## src/rtl/core/gpio_pkg.sv

```systemverilog
// Package for the GPIO port: widths, operation and register codes,
// interrupt sense codes and the result record.
// No dependencies; every other file in rtl/core uses it by scoped names.
package gpio_pkg;

  localparam int WORD_W = 32;
  localparam int HALF_W = 16;
  localparam int CODE_W = 2;
  localparam int OP_W   = 2;
  localparam int SEL_W  = 3;

  // Transaction kinds
  localparam logic [OP_W-1:0] OP_SAMPLE = 2'd0;
  localparam logic [OP_W-1:0] OP_READ   = 2'd1;
  localparam logic [OP_W-1:0] OP_WRITE  = 2'd2;

  // Register map
  localparam logic [SEL_W-1:0] REG_DATA     = 3'd0;
  localparam logic [SEL_W-1:0] REG_DIR      = 3'd1;
  localparam logic [SEL_W-1:0] REG_ICR_LOW  = 3'd2;
  localparam logic [SEL_W-1:0] REG_ICR_HIGH = 3'd3;
  localparam logic [SEL_W-1:0] REG_MASK     = 3'd4;
  localparam logic [SEL_W-1:0] REG_STATUS   = 3'd5;
  localparam logic [SEL_W-1:0] REG_ANY_EDGE = 3'd6;

  // Interrupt sense codes
  localparam logic [CODE_W-1:0] ICR_LOW_LEVEL  = 2'd0;
  localparam logic [CODE_W-1:0] ICR_HIGH_LEVEL = 2'd1;
  localparam logic [CODE_W-1:0] ICR_RISE       = 2'd2;
  localparam logic [CODE_W-1:0] ICR_FALL       = 2'd3;

  typedef struct packed {
    logic [WORD_W-1:0] read_data;
    logic [WORD_W-1:0] pad_out;
    logic [WORD_W-1:0] pad_drive_enable;
    logic              irq_low_pins;
    logic              irq_high_pins;
  } result_t;

endpackage

```

## src/rtl/core/gpio_if.sv

```systemverilog
// Handshake channels of the GPIO port: request side and result side.
// Depends on gpio_pkg for field widths.
interface gpio_req_if;
  logic                          valid;
  logic                          ready;
  logic [gpio_pkg::OP_W-1:0]     operation;
  logic [gpio_pkg::SEL_W-1:0]    reg_select;
  logic [gpio_pkg::WORD_W-1:0]   write_data;
  logic [gpio_pkg::WORD_W-1:0]   pad_in;

  modport source (output valid, operation, reg_select, write_data, pad_in, input ready);
  modport sink   (input valid, operation, reg_select, write_data, pad_in, output ready);
endinterface

interface gpio_rsp_if;
  logic                          valid;
  logic                          ready;
  logic [gpio_pkg::WORD_W-1:0]   read_data;
  logic [gpio_pkg::WORD_W-1:0]   pad_out;
  logic [gpio_pkg::WORD_W-1:0]   pad_drive_enable;
  logic                          irq_low_pins;
  logic                          irq_high_pins;

  modport source (output valid, read_data, pad_out, pad_drive_enable, irq_low_pins,
                  irq_high_pins, input ready);
  modport sink   (input valid, read_data, pad_out, pad_drive_enable, irq_low_pins,
                  irq_high_pins, output ready);
endinterface

```

## src/rtl/core/gpio_lane.sv

```systemverilog
// One pin's interrupt condition detector.
// Depends on gpio_pkg for the sense codes.
module gpio_lane (
  input  logic                           now,
  input  logic                           was,
  input  logic [gpio_pkg::CODE_W-1:0]    code,
  input  logic                           any_edge,
  output logic                           hit
);

  logic sense_hit;

  // Decode the configured sense
  always_comb begin
    unique case (code)
      gpio_pkg::ICR_LOW_LEVEL:  sense_hit = ~now;
      gpio_pkg::ICR_HIGH_LEVEL: sense_hit = now;
      gpio_pkg::ICR_RISE:       sense_hit = now & ~was;
      gpio_pkg::ICR_FALL:       sense_hit = was & ~now;
      default:                  sense_hit = 1'b0;
    endcase
  end

  // Any-edge select overrides the code
  assign hit = any_edge ? (now ^ was) : sense_hit;

endmodule

```

## src/rtl/core/gpio_out_buf.sv

```systemverilog
// Two-entry result buffer: output register plus skid stage.
// Depends on gpio_pkg (result_t) and gpio_rsp_if.
module gpio_out_buf (
  input  logic               clk,
  input  logic               rst,
  input  logic               push_valid,
  output logic               push_ready,
  input  gpio_pkg::result_t  push_data,
  gpio_rsp_if.source         rsp
);

  logic               main_valid;
  gpio_pkg::result_t  main_data;
  logic               skid_valid;
  gpio_pkg::result_t  skid_data;
  logic               push;
  logic               drain;

  assign push_ready = ~skid_valid;
  assign push       = push_valid & push_ready;
  assign drain      = main_valid & rsp.ready;

  // Refill the output register from skid first, then from the new transaction
  always_ff @(posedge clk) begin
    if (rst) begin
      main_valid <= 1'b0;
      skid_valid <= 1'b0;
    end else if (drain || !main_valid) begin
      if (skid_valid) begin
        main_data  <= skid_data;
        main_valid <= 1'b1;
        skid_valid <= 1'b0;
      end else if (push) begin
        main_data  <= push_data;
        main_valid <= 1'b1;
      end else begin
        main_valid <= 1'b0;
      end
    end else if (push) begin
      skid_data  <= push_data;
      skid_valid <= 1'b1;
    end
  end

  assign rsp.valid            = main_valid;
  assign rsp.read_data        = main_data.read_data;
  assign rsp.pad_out          = main_data.pad_out;
  assign rsp.pad_drive_enable = main_data.pad_drive_enable;
  assign rsp.irq_low_pins     = main_data.irq_low_pins;
  assign rsp.irq_high_pins    = main_data.irq_high_pins;

  // Skid holds a result only behind an occupied output register
  a_skid_behind_main: assert property (@(posedge clk) disable iff (rst)
    skid_valid |-> main_valid) else $error("skid occupied with empty output register");

  // A parked result stays until the output register drains
  a_skid_kept: assert property (@(posedge clk) disable iff (rst)
    (skid_valid && !drain) |=> skid_valid) else $error("skid result lost");

  // A result accepted into a full, stalled buffer lands in skid
  a_push_parks: assert property (@(posedge clk) disable iff (rst)
    (push && main_valid && !drain) |=> skid_valid) else $error("result dropped");

endmodule

```

## src/rtl/core/gpio_port_with_interrupt_detect_unit.sv

```systemverilog
// Top level of the 32-pin GPIO port with per-pin interrupt detection.
// Depends on gpio_pkg, gpio_if (gpio_req_if, gpio_rsp_if), gpio_lane, gpio_out_buf.
//
//  channel | dir | payload                                              | ready
//  req     | in  | operation, reg_select, write_data, pad_in            | buffer has room
//  rsp     | out | read_data, pad_out, pad_drive_enable, irq_low/high   | from consumer
//
// One transaction per clock while the buffer has room: registers, pad history and
// status update at the accepting edge; the result is registered into the output buffer.
// Each pin has its own detector lane; the lanes' hits merge into the status word.
// Reset (synchronous) clears all registers and the pad history.
// A stalled result waits in a two-entry buffer; req stalls only when both are full.
module gpio_port_with_interrupt_detect_unit #(
  parameter int PIN_COUNT = 32
) (
  input  logic       clk,
  input  logic       rst,
  gpio_req_if.sink   req,
  gpio_rsp_if.source rsp
);

  localparam int W = gpio_pkg::WORD_W;
  localparam int H = gpio_pkg::HALF_W;
  localparam int C = gpio_pkg::CODE_W;
  localparam logic [W-1:0] PIN_MASK = {W{1'b1}} >> (W - PIN_COUNT);

  logic [W-1:0] data_reg,      data_reg_next;
  logic [W-1:0] direction_reg, direction_reg_next;
  logic [W-1:0] int_cfg_low,   int_cfg_low_next;
  logic [W-1:0] int_cfg_high,  int_cfg_high_next;
  logic [W-1:0] int_mask,      int_mask_next;
  logic [W-1:0] int_status,    int_status_next;
  logic [W-1:0] any_edge_sel,  any_edge_sel_next;
  logic [W-1:0] prev_pads;

  logic [W-1:0]      pads;
  logic [W-1:0]      hits;
  logic [W-1:0]      clr;
  logic [W-1:0]      rd;
  logic [W-1:0]      active;
  logic              accept;
  logic              is_write;
  logic              buf_ready;
  gpio_pkg::result_t result;

  assign accept = req.valid & buf_ready;
  assign req.ready = buf_ready;
  assign pads = req.pad_in & PIN_MASK;
  assign is_write = (req.operation == gpio_pkg::OP_WRITE);

  // Detector lanes, one per existing pin
  for (genvar i = 0; i < W; i++) begin : g_lane
    if (i < PIN_COUNT) begin : g_pin
      logic [C-1:0] code;
      if (i < H) begin : g_lo
        assign code = int_cfg_low[C*i +: C];
      end else begin : g_hi
        assign code = int_cfg_high[C*(i-H) +: C];
      end
      gpio_lane u_lane (
        .now      (pads[i]),
        .was      (prev_pads[i]),
        .code     (code),
        .any_edge (any_edge_sel[i]),
        .hit      (hits[i])
      );
    end else begin : g_none
      assign hits[i] = 1'b0;
    end
  end

  // Register read, from the state before this transaction
  always_comb begin
    rd = '0;
    if (req.operation == gpio_pkg::OP_READ) begin
      unique case (req.reg_select)
        gpio_pkg::REG_DATA:     rd = (pads & ~direction_reg) | (data_reg & direction_reg);
        gpio_pkg::REG_DIR:      rd = direction_reg;
        gpio_pkg::REG_ICR_LOW:  rd = int_cfg_low;
        gpio_pkg::REG_ICR_HIGH: rd = int_cfg_high;
        gpio_pkg::REG_MASK:     rd = int_mask;
        gpio_pkg::REG_STATUS:   rd = int_status;
        gpio_pkg::REG_ANY_EDGE: rd = any_edge_sel;
        default:                rd = '0;
      endcase
    end
  end

  // Register write and status merge
  always_comb begin
    data_reg_next      = data_reg;
    direction_reg_next = direction_reg;
    int_cfg_low_next   = int_cfg_low;
    int_cfg_high_next  = int_cfg_high;
    int_mask_next      = int_mask;
    any_edge_sel_next  = any_edge_sel;
    clr                = '0;
    if (is_write) begin
      unique case (req.reg_select)
        gpio_pkg::REG_DATA:     data_reg_next      = req.write_data & PIN_MASK;
        gpio_pkg::REG_DIR:      direction_reg_next = req.write_data & PIN_MASK;
        gpio_pkg::REG_ICR_LOW:  int_cfg_low_next   = req.write_data;
        gpio_pkg::REG_ICR_HIGH: int_cfg_high_next  = req.write_data;
        gpio_pkg::REG_MASK:     int_mask_next      = req.write_data & PIN_MASK;
        gpio_pkg::REG_STATUS:   clr                = req.write_data & PIN_MASK;
        gpio_pkg::REG_ANY_EDGE: any_edge_sel_next  = req.write_data & PIN_MASK;
        default:                clr                = '0;
      endcase
    end
    // A condition met in the same cycle as a clear wins
    int_status_next = ((int_status & ~clr) | hits) & PIN_MASK;
  end

  // Merge lane results into the two interrupt lines
  assign active = int_status_next & int_mask_next;

  always_comb begin
    result.read_data        = rd;
    result.pad_out          = data_reg_next;
    result.pad_drive_enable = direction_reg_next;
    result.irq_low_pins     = |active[H-1:0];
    result.irq_high_pins    = |active[W-1:H];
  end

  // Advance state on each accepted transaction
  always_ff @(posedge clk) begin
    if (rst) begin
      data_reg      <= '0;
      direction_reg <= '0;
      int_cfg_low   <= '0;
      int_cfg_high  <= '0;
      int_mask      <= '0;
      int_status    <= '0;
      any_edge_sel  <= '0;
      prev_pads     <= '0;
    end else if (accept) begin
      data_reg      <= data_reg_next;
      direction_reg <= direction_reg_next;
      int_cfg_low   <= int_cfg_low_next;
      int_cfg_high  <= int_cfg_high_next;
      int_mask      <= int_mask_next;
      int_status    <= int_status_next;
      any_edge_sel  <= any_edge_sel_next;
      prev_pads     <= pads;
    end
  end

  gpio_out_buf u_out_buf (
    .clk        (clk),
    .rst        (rst),
    .push_valid (req.valid),
    .push_ready (buf_ready),
    .push_data  (result),
    .rsp        (rsp)
  );

  // Missing pins never raise status
  a_status_in_range: assert property (@(posedge clk) disable iff (rst)
    (int_status & ~PIN_MASK) == '0) else $error("status bit set on missing pin");

  // State holds while no transaction is accepted
  a_state_hold: assert property (@(posedge clk) disable iff (rst)
    !accept |=> ($stable(int_status) && $stable(prev_pads) && $stable(data_reg)))
    else $error("state changed without a transaction");

  // A status write of all ones with no new condition leaves status clear
  a_status_clear: assert property (@(posedge clk) disable iff (rst)
    (accept && is_write && req.reg_select == gpio_pkg::REG_STATUS &&
     req.write_data == '1 && hits == '0) |=> (int_status == '0))
    else $error("status clear failed");

endmodule
```

## src/flat_wrapper.sv

```systemverilog
// flat-port wrapper written by rule: the top's interface ports become plain ports
module gpio_port_with_interrupt_detect_unit_flat 
#(
  parameter int PIN_COUNT = 32
)
  (clk, rst, req_valid, req_operation, req_reg_select, req_write_data, req_pad_in, req_ready, rsp_valid, rsp_read_data, rsp_pad_out, rsp_pad_drive_enable, rsp_irq_low_pins, rsp_irq_high_pins, rsp_ready);
  gpio_req_if req_i ();
  gpio_rsp_if rsp_i ();
  input  logic clk;
  input  logic rst;
  input wire logic [$bits(req_i.valid)-1:0] req_valid;
  input wire logic [$bits(req_i.operation)-1:0] req_operation;
  input wire logic [$bits(req_i.reg_select)-1:0] req_reg_select;
  input wire logic [$bits(req_i.write_data)-1:0] req_write_data;
  input wire logic [$bits(req_i.pad_in)-1:0] req_pad_in;
  output wire logic [$bits(req_i.ready)-1:0] req_ready;
  output wire logic [$bits(rsp_i.valid)-1:0] rsp_valid;
  output wire logic [$bits(rsp_i.read_data)-1:0] rsp_read_data;
  output wire logic [$bits(rsp_i.pad_out)-1:0] rsp_pad_out;
  output wire logic [$bits(rsp_i.pad_drive_enable)-1:0] rsp_pad_drive_enable;
  output wire logic [$bits(rsp_i.irq_low_pins)-1:0] rsp_irq_low_pins;
  output wire logic [$bits(rsp_i.irq_high_pins)-1:0] rsp_irq_high_pins;
  input wire logic [$bits(rsp_i.ready)-1:0] rsp_ready;
  assign req_i.valid = req_valid;
  assign req_i.operation = req_operation;
  assign req_i.reg_select = req_reg_select;
  assign req_i.write_data = req_write_data;
  assign req_i.pad_in = req_pad_in;
  assign req_ready = req_i.ready;
  assign rsp_valid = rsp_i.valid;
  assign rsp_read_data = rsp_i.read_data;
  assign rsp_pad_out = rsp_i.pad_out;
  assign rsp_pad_drive_enable = rsp_i.pad_drive_enable;
  assign rsp_irq_low_pins = rsp_i.irq_low_pins;
  assign rsp_irq_high_pins = rsp_i.irq_high_pins;
  assign rsp_i.ready = rsp_ready;
  gpio_port_with_interrupt_detect_unit #(.PIN_COUNT(PIN_COUNT)) u_core (.clk(clk), .rst(rst), .req(req_i), .rsp(rsp_i));
endmodule
```

## config.mk

```make
export PLATFORM = sky130hd
export DESIGN_NAME = gpio_port_with_interrupt_detect_unit_flat
export DESIGN_NICKNAME = d
export VERILOG_FILES = /design/src/rtl/core/gpio_pkg.sv /design/src/rtl/core/gpio_if.sv /design/src/rtl/core/gpio_lane.sv /design/src/rtl/core/gpio_out_buf.sv /design/src/rtl/core/gpio_port_with_interrupt_detect_unit.sv /design/src/flat_wrapper.sv
export SDC_FILE = /design/constraint.sdc
export NUM_CORES = 1
export LEC_CHECK = 0
export BUFFER_PORTS_ARGS = -buffer_cell sky130_fd_sc_hd__clkbuf_2
export CELL_PAD_IN_SITES_DETAIL_PLACEMENT = 1
export CELL_PAD_IN_SITES_GLOBAL_PLACEMENT = 2
export CORE_UTILIZATION = 35
export CTS_CLUSTER_SIZE = 24
export DETAILED_ROUTE_END_ITERATION = 8
export PLACE_DENSITY = 0.77
export SLEW_MARGIN = 30
export SYNTH_ARGS = -nofsm -noshare
export SYNTH_HDL_FRONTEND = slang
export SYNTH_HIERARCHICAL = 1
export SYNTH_SLANG_ARGS = --single-unit
```

## constraint.sdc

```tcl
create_clock -name clk -period 7.95 [get_ports clk]
set_input_delay 0.3975 -clock clk [delete_from_list [all_inputs] [get_ports clk]]
set_output_delay 0.3975 -clock clk [all_outputs]
set_load 0.03 [all_outputs]
```

==> flow_metrics.py <==
metrics = {
    "run_status": {
        "outcome": "complete, no violations",
    },
    "grt": {
        "gr-usage-met1": 0.360,
        "track_usage": 0.250,
        "grt_max_degree": 98,
        "use_met2": 0.382,
        "grt_pass1_vias": 18600,
        "grt_pass1_wl_um": 124000,
        "grt-ovfl-total": 0,
        "antenna_found_initial": 4,
        "grtUsageMet3": 0.0423,
        "busiest_layer": "met2",
    },
    "sta": {
        "drv_slew": 0,
        "final.setup.tns_ns": 0,
        "rsz0062_at_grt": "no",
        "finalSetupViolCount": 0,
        "fin_skew_ns": 0.0205,
        "slew_headroom": 0.300,
        "fmax_ghz": 0.260,
        "worst_slack_ns": 4.10,
        "fin_crit_sh": 0.484,
        "hold_viol_final": 0,
        "tightest_slew_ns": 1.05,
        "period_minus_slack_ns": 3.85,
    },
    "yosys": {
        "ys.flop_type": "dfxtp_1",
        "synth_nets": 2522,
        "synthCells": 2385,
        "avgSynthCellArea_um2": 9.62,
        "synth_edf_count": 196,
        "ys_types": 48,
        "synthArstFlopShare": 0,
        "synth_seq_area_share": 0.481,
        "syn_area_um2": 23000,
        "yosysWarnings": 6,
        "yosys_register_bits": 454,
    },
    "placement": {
        "dp_cells": 3262,
        "dp_slack_ns": 4.01,
        "dp_hpwl_um": 60000,
        "gp_routability_congestion": 0.887,
        "io_buffers": 172,
    },
    "routing": {
        "firstDrtPassIters": 6,
        "routed_via_density": 5.57,
        "vias": 18700,
        "wire_per_inst_um": 25.2,
        "antenna_left": 0,
        "wirelength_um": 84800,
        "drt-initial-drc-count": 1653,
        "route.detailed.drc": 0,
    },
    "cells_and_area": {
        "nNetsFinal": 2597,
        "syn2layout_area_growth_pct": 13.7,
        "layout_common_cells": "nand2_1, a21oi_1, dfxtp_1",
        "largest_reg_flops": 98,
        "fin_util": 0.404,
        "regMostFlops": "u_core/u_out_buf/skid_data",
        "final_common_cell": "nand2_1",
        "drive_above_1_share": 0.207,
        "layout.cells.non_filler": 3361,
    },
    "critical_path": {
        "endpoint": "u_core/direction_reg[7]$_SDFFE_PP0P_",
        "worstPathMaxFanout": 48,
        "ff2ff_setup_slack_ns": 4.10,
        "r2r-start": "u_core/u_out_buf/skid_valid$_SDFFE_PP0P_",
        "cp.required_ns": 8.41,
        "reg2reg_to": "u_core/direction_reg[7]$_SDFFE_PP0P_",
        "crit_type": "flop to flop",
        "critPathArrivalTime_ns": 4.30,
        "cp-start-kind": "flop",
        "cp-startpoint": "u_core/u_out_buf/skid_valid$_SDFFE_PP0P_",
        "cp-end-kind": "flop",
        "reg2regPathDepth": 7,
    },
    "pwr": {
        "power_w": 0.00564,
        "leakage_nw": 9.65,
        "p_per_area_nw_per_um2": 216,
        "peakVddDrop_mv": 0.149,
    },
    "clock_network": {
        "cts_tree": "done",
        "clockBufferDepth": 3,
        "numCtsBuffers": 51,
        "cts-root-buf": "clkbuf_16",
        "cts_setup_buffers": 0,
        "cts-resized-gates": 0,
        "clk_latency_ns": 0.60,
        "clk_pin_slew_ns": 0.07,
        "cts_sinks": 454,
        "hold_buffers": 0,
        "h-tree-depth": 2,
    },
    "floorplanning": {
        "die_h_um": 258,
        "die_area_um2": 66600,
        "core_area_um2": 64600,
        "start_util": 0.355,
        "die_w_um": 258,
        "ios": 173,
        "num_rows": 93,
    },
    "job": {
        "cap_violations": 0,
    },
    "hold_path": {
        "min_path_type": "input port to flop",
    },
}
-- cell usage after synthesis (all sizes together), types with 5 or more instances --
master	n	area, um2
a21oi	299	1500
nand2	460	1730
o22ai	27	169
nor2	190	718
a32oi	5	43.8
clkbuf	136	510
edfxtp	196	5890
a211oi	21	158
xnor2	32	280
nor4b	13	120
buf	45	374
a22oi	75	723
ha	64	801
inv	124	465
dfxtp	258	5160
nor3b	8	60.1
o21ai	34	170
mux2i	41	410
nor4	14	87.6
a21o	10	75.1
nor3	45	235
nor2b	8	50.1
mux2	208	2670
o32ai	20	175
nand2b	10	62.6
a221oi	8	70.1
nand3	7	35.0
a22o	6	52.6
-- power by group --
part	leakage [nW]	switching, W	internal [W]
registers	3.92	0.0000523	0.00251
logic	4.87	0.000404	0.000194
clock network	0.866	0.00102	0.00146
total	9.65	0.00148	0.00417
-- through the flow --
step,hold WS [ns],cell area [um2]
global placement,0.453,24300
CTS,0.0800,26100
finish,0.107,26100
global route,0.107,26100
detailed placement,0.464,24300
floorplan,0.444,23000
-- cell families (layout without fill, tap and decap cells) --
group / after synthesis / count (layout) / synth area share
other: 0 / 4 / 0
xor gates and xnor gates: 32 / 32 / 0.0122
AOI/OAI and AO/OA: 512 / 512 / 0.139
DFF: 454 / 454 / 0.481
muxes: 249 / 249 / 0.134
buffers and inverters: 305 / 422 / 0.0588
adders and majority gates: 64 / 64 / 0.0349
and+or+nand+nor: 769 / 769 / 0.139
-- critical path, cell delays in order (launching register included) --
cell     delay [ns]
dfxtp_4        0.59
inv_1          0.27
and2_4         0.50
buf_4          0.47
buf_4          0.63
nand3_1        0.70
a21oi_1        0.35
nor2_1         0.06
-- layer usage --
| metal | part of all wire | wire length [um] |
|---|---|---|
| met1 | 0.46 | 39100 |
| met3 | 0.069 | 5870 |
| met5 | 0 | 0 |
| met4 | 0.026 | 2230 |
| met2 | 0.44 | 37500 |
-- final cells by class --
type	instances	area (um2)
diodes	4	10.0
clock buffers	63	1380
clock inverters	32	360
fillers	7365	38500
inverters	124	465
multi-input cells	1626	10600
flip-flops and latches	454	11100
well taps	855	1070
repair buffers	203	1120
-- how the worst min path moves through the flow --
stage	slack [ns]	endpoint	cells past startpoint	startpoint
2_1_floorplan	0.44	u_core/data_reg[12]$_SDFFE_PP0P_	2	u_core/data_reg[12]$_SDFFE_PP0P_
3_3_place_gp	0.45	u_core/int_mask[13]$_SDFFE_PP0P_	2	u_core/int_mask[13]$_SDFFE_PP0P_
3_5_place_dp	0.46	u_core/int_mask[13]$_SDFFE_PP0P_	2	u_core/int_mask[13]$_SDFFE_PP0P_
4_1_cts	0.08	u_core/prev_pads[29]$_SDFFE_PP0P_	3	req_pad_in[29]
5_1_grt	0.11	u_core/prev_pads[29]$_SDFFE_PP0P_	3	req_pad_in[29]
6_report	0.11	u_core/prev_pads[13]$_SDFFE_PP0P_	3	req_pad_in[13]
No activity file was read; power rests on OpenSTA's default activity.
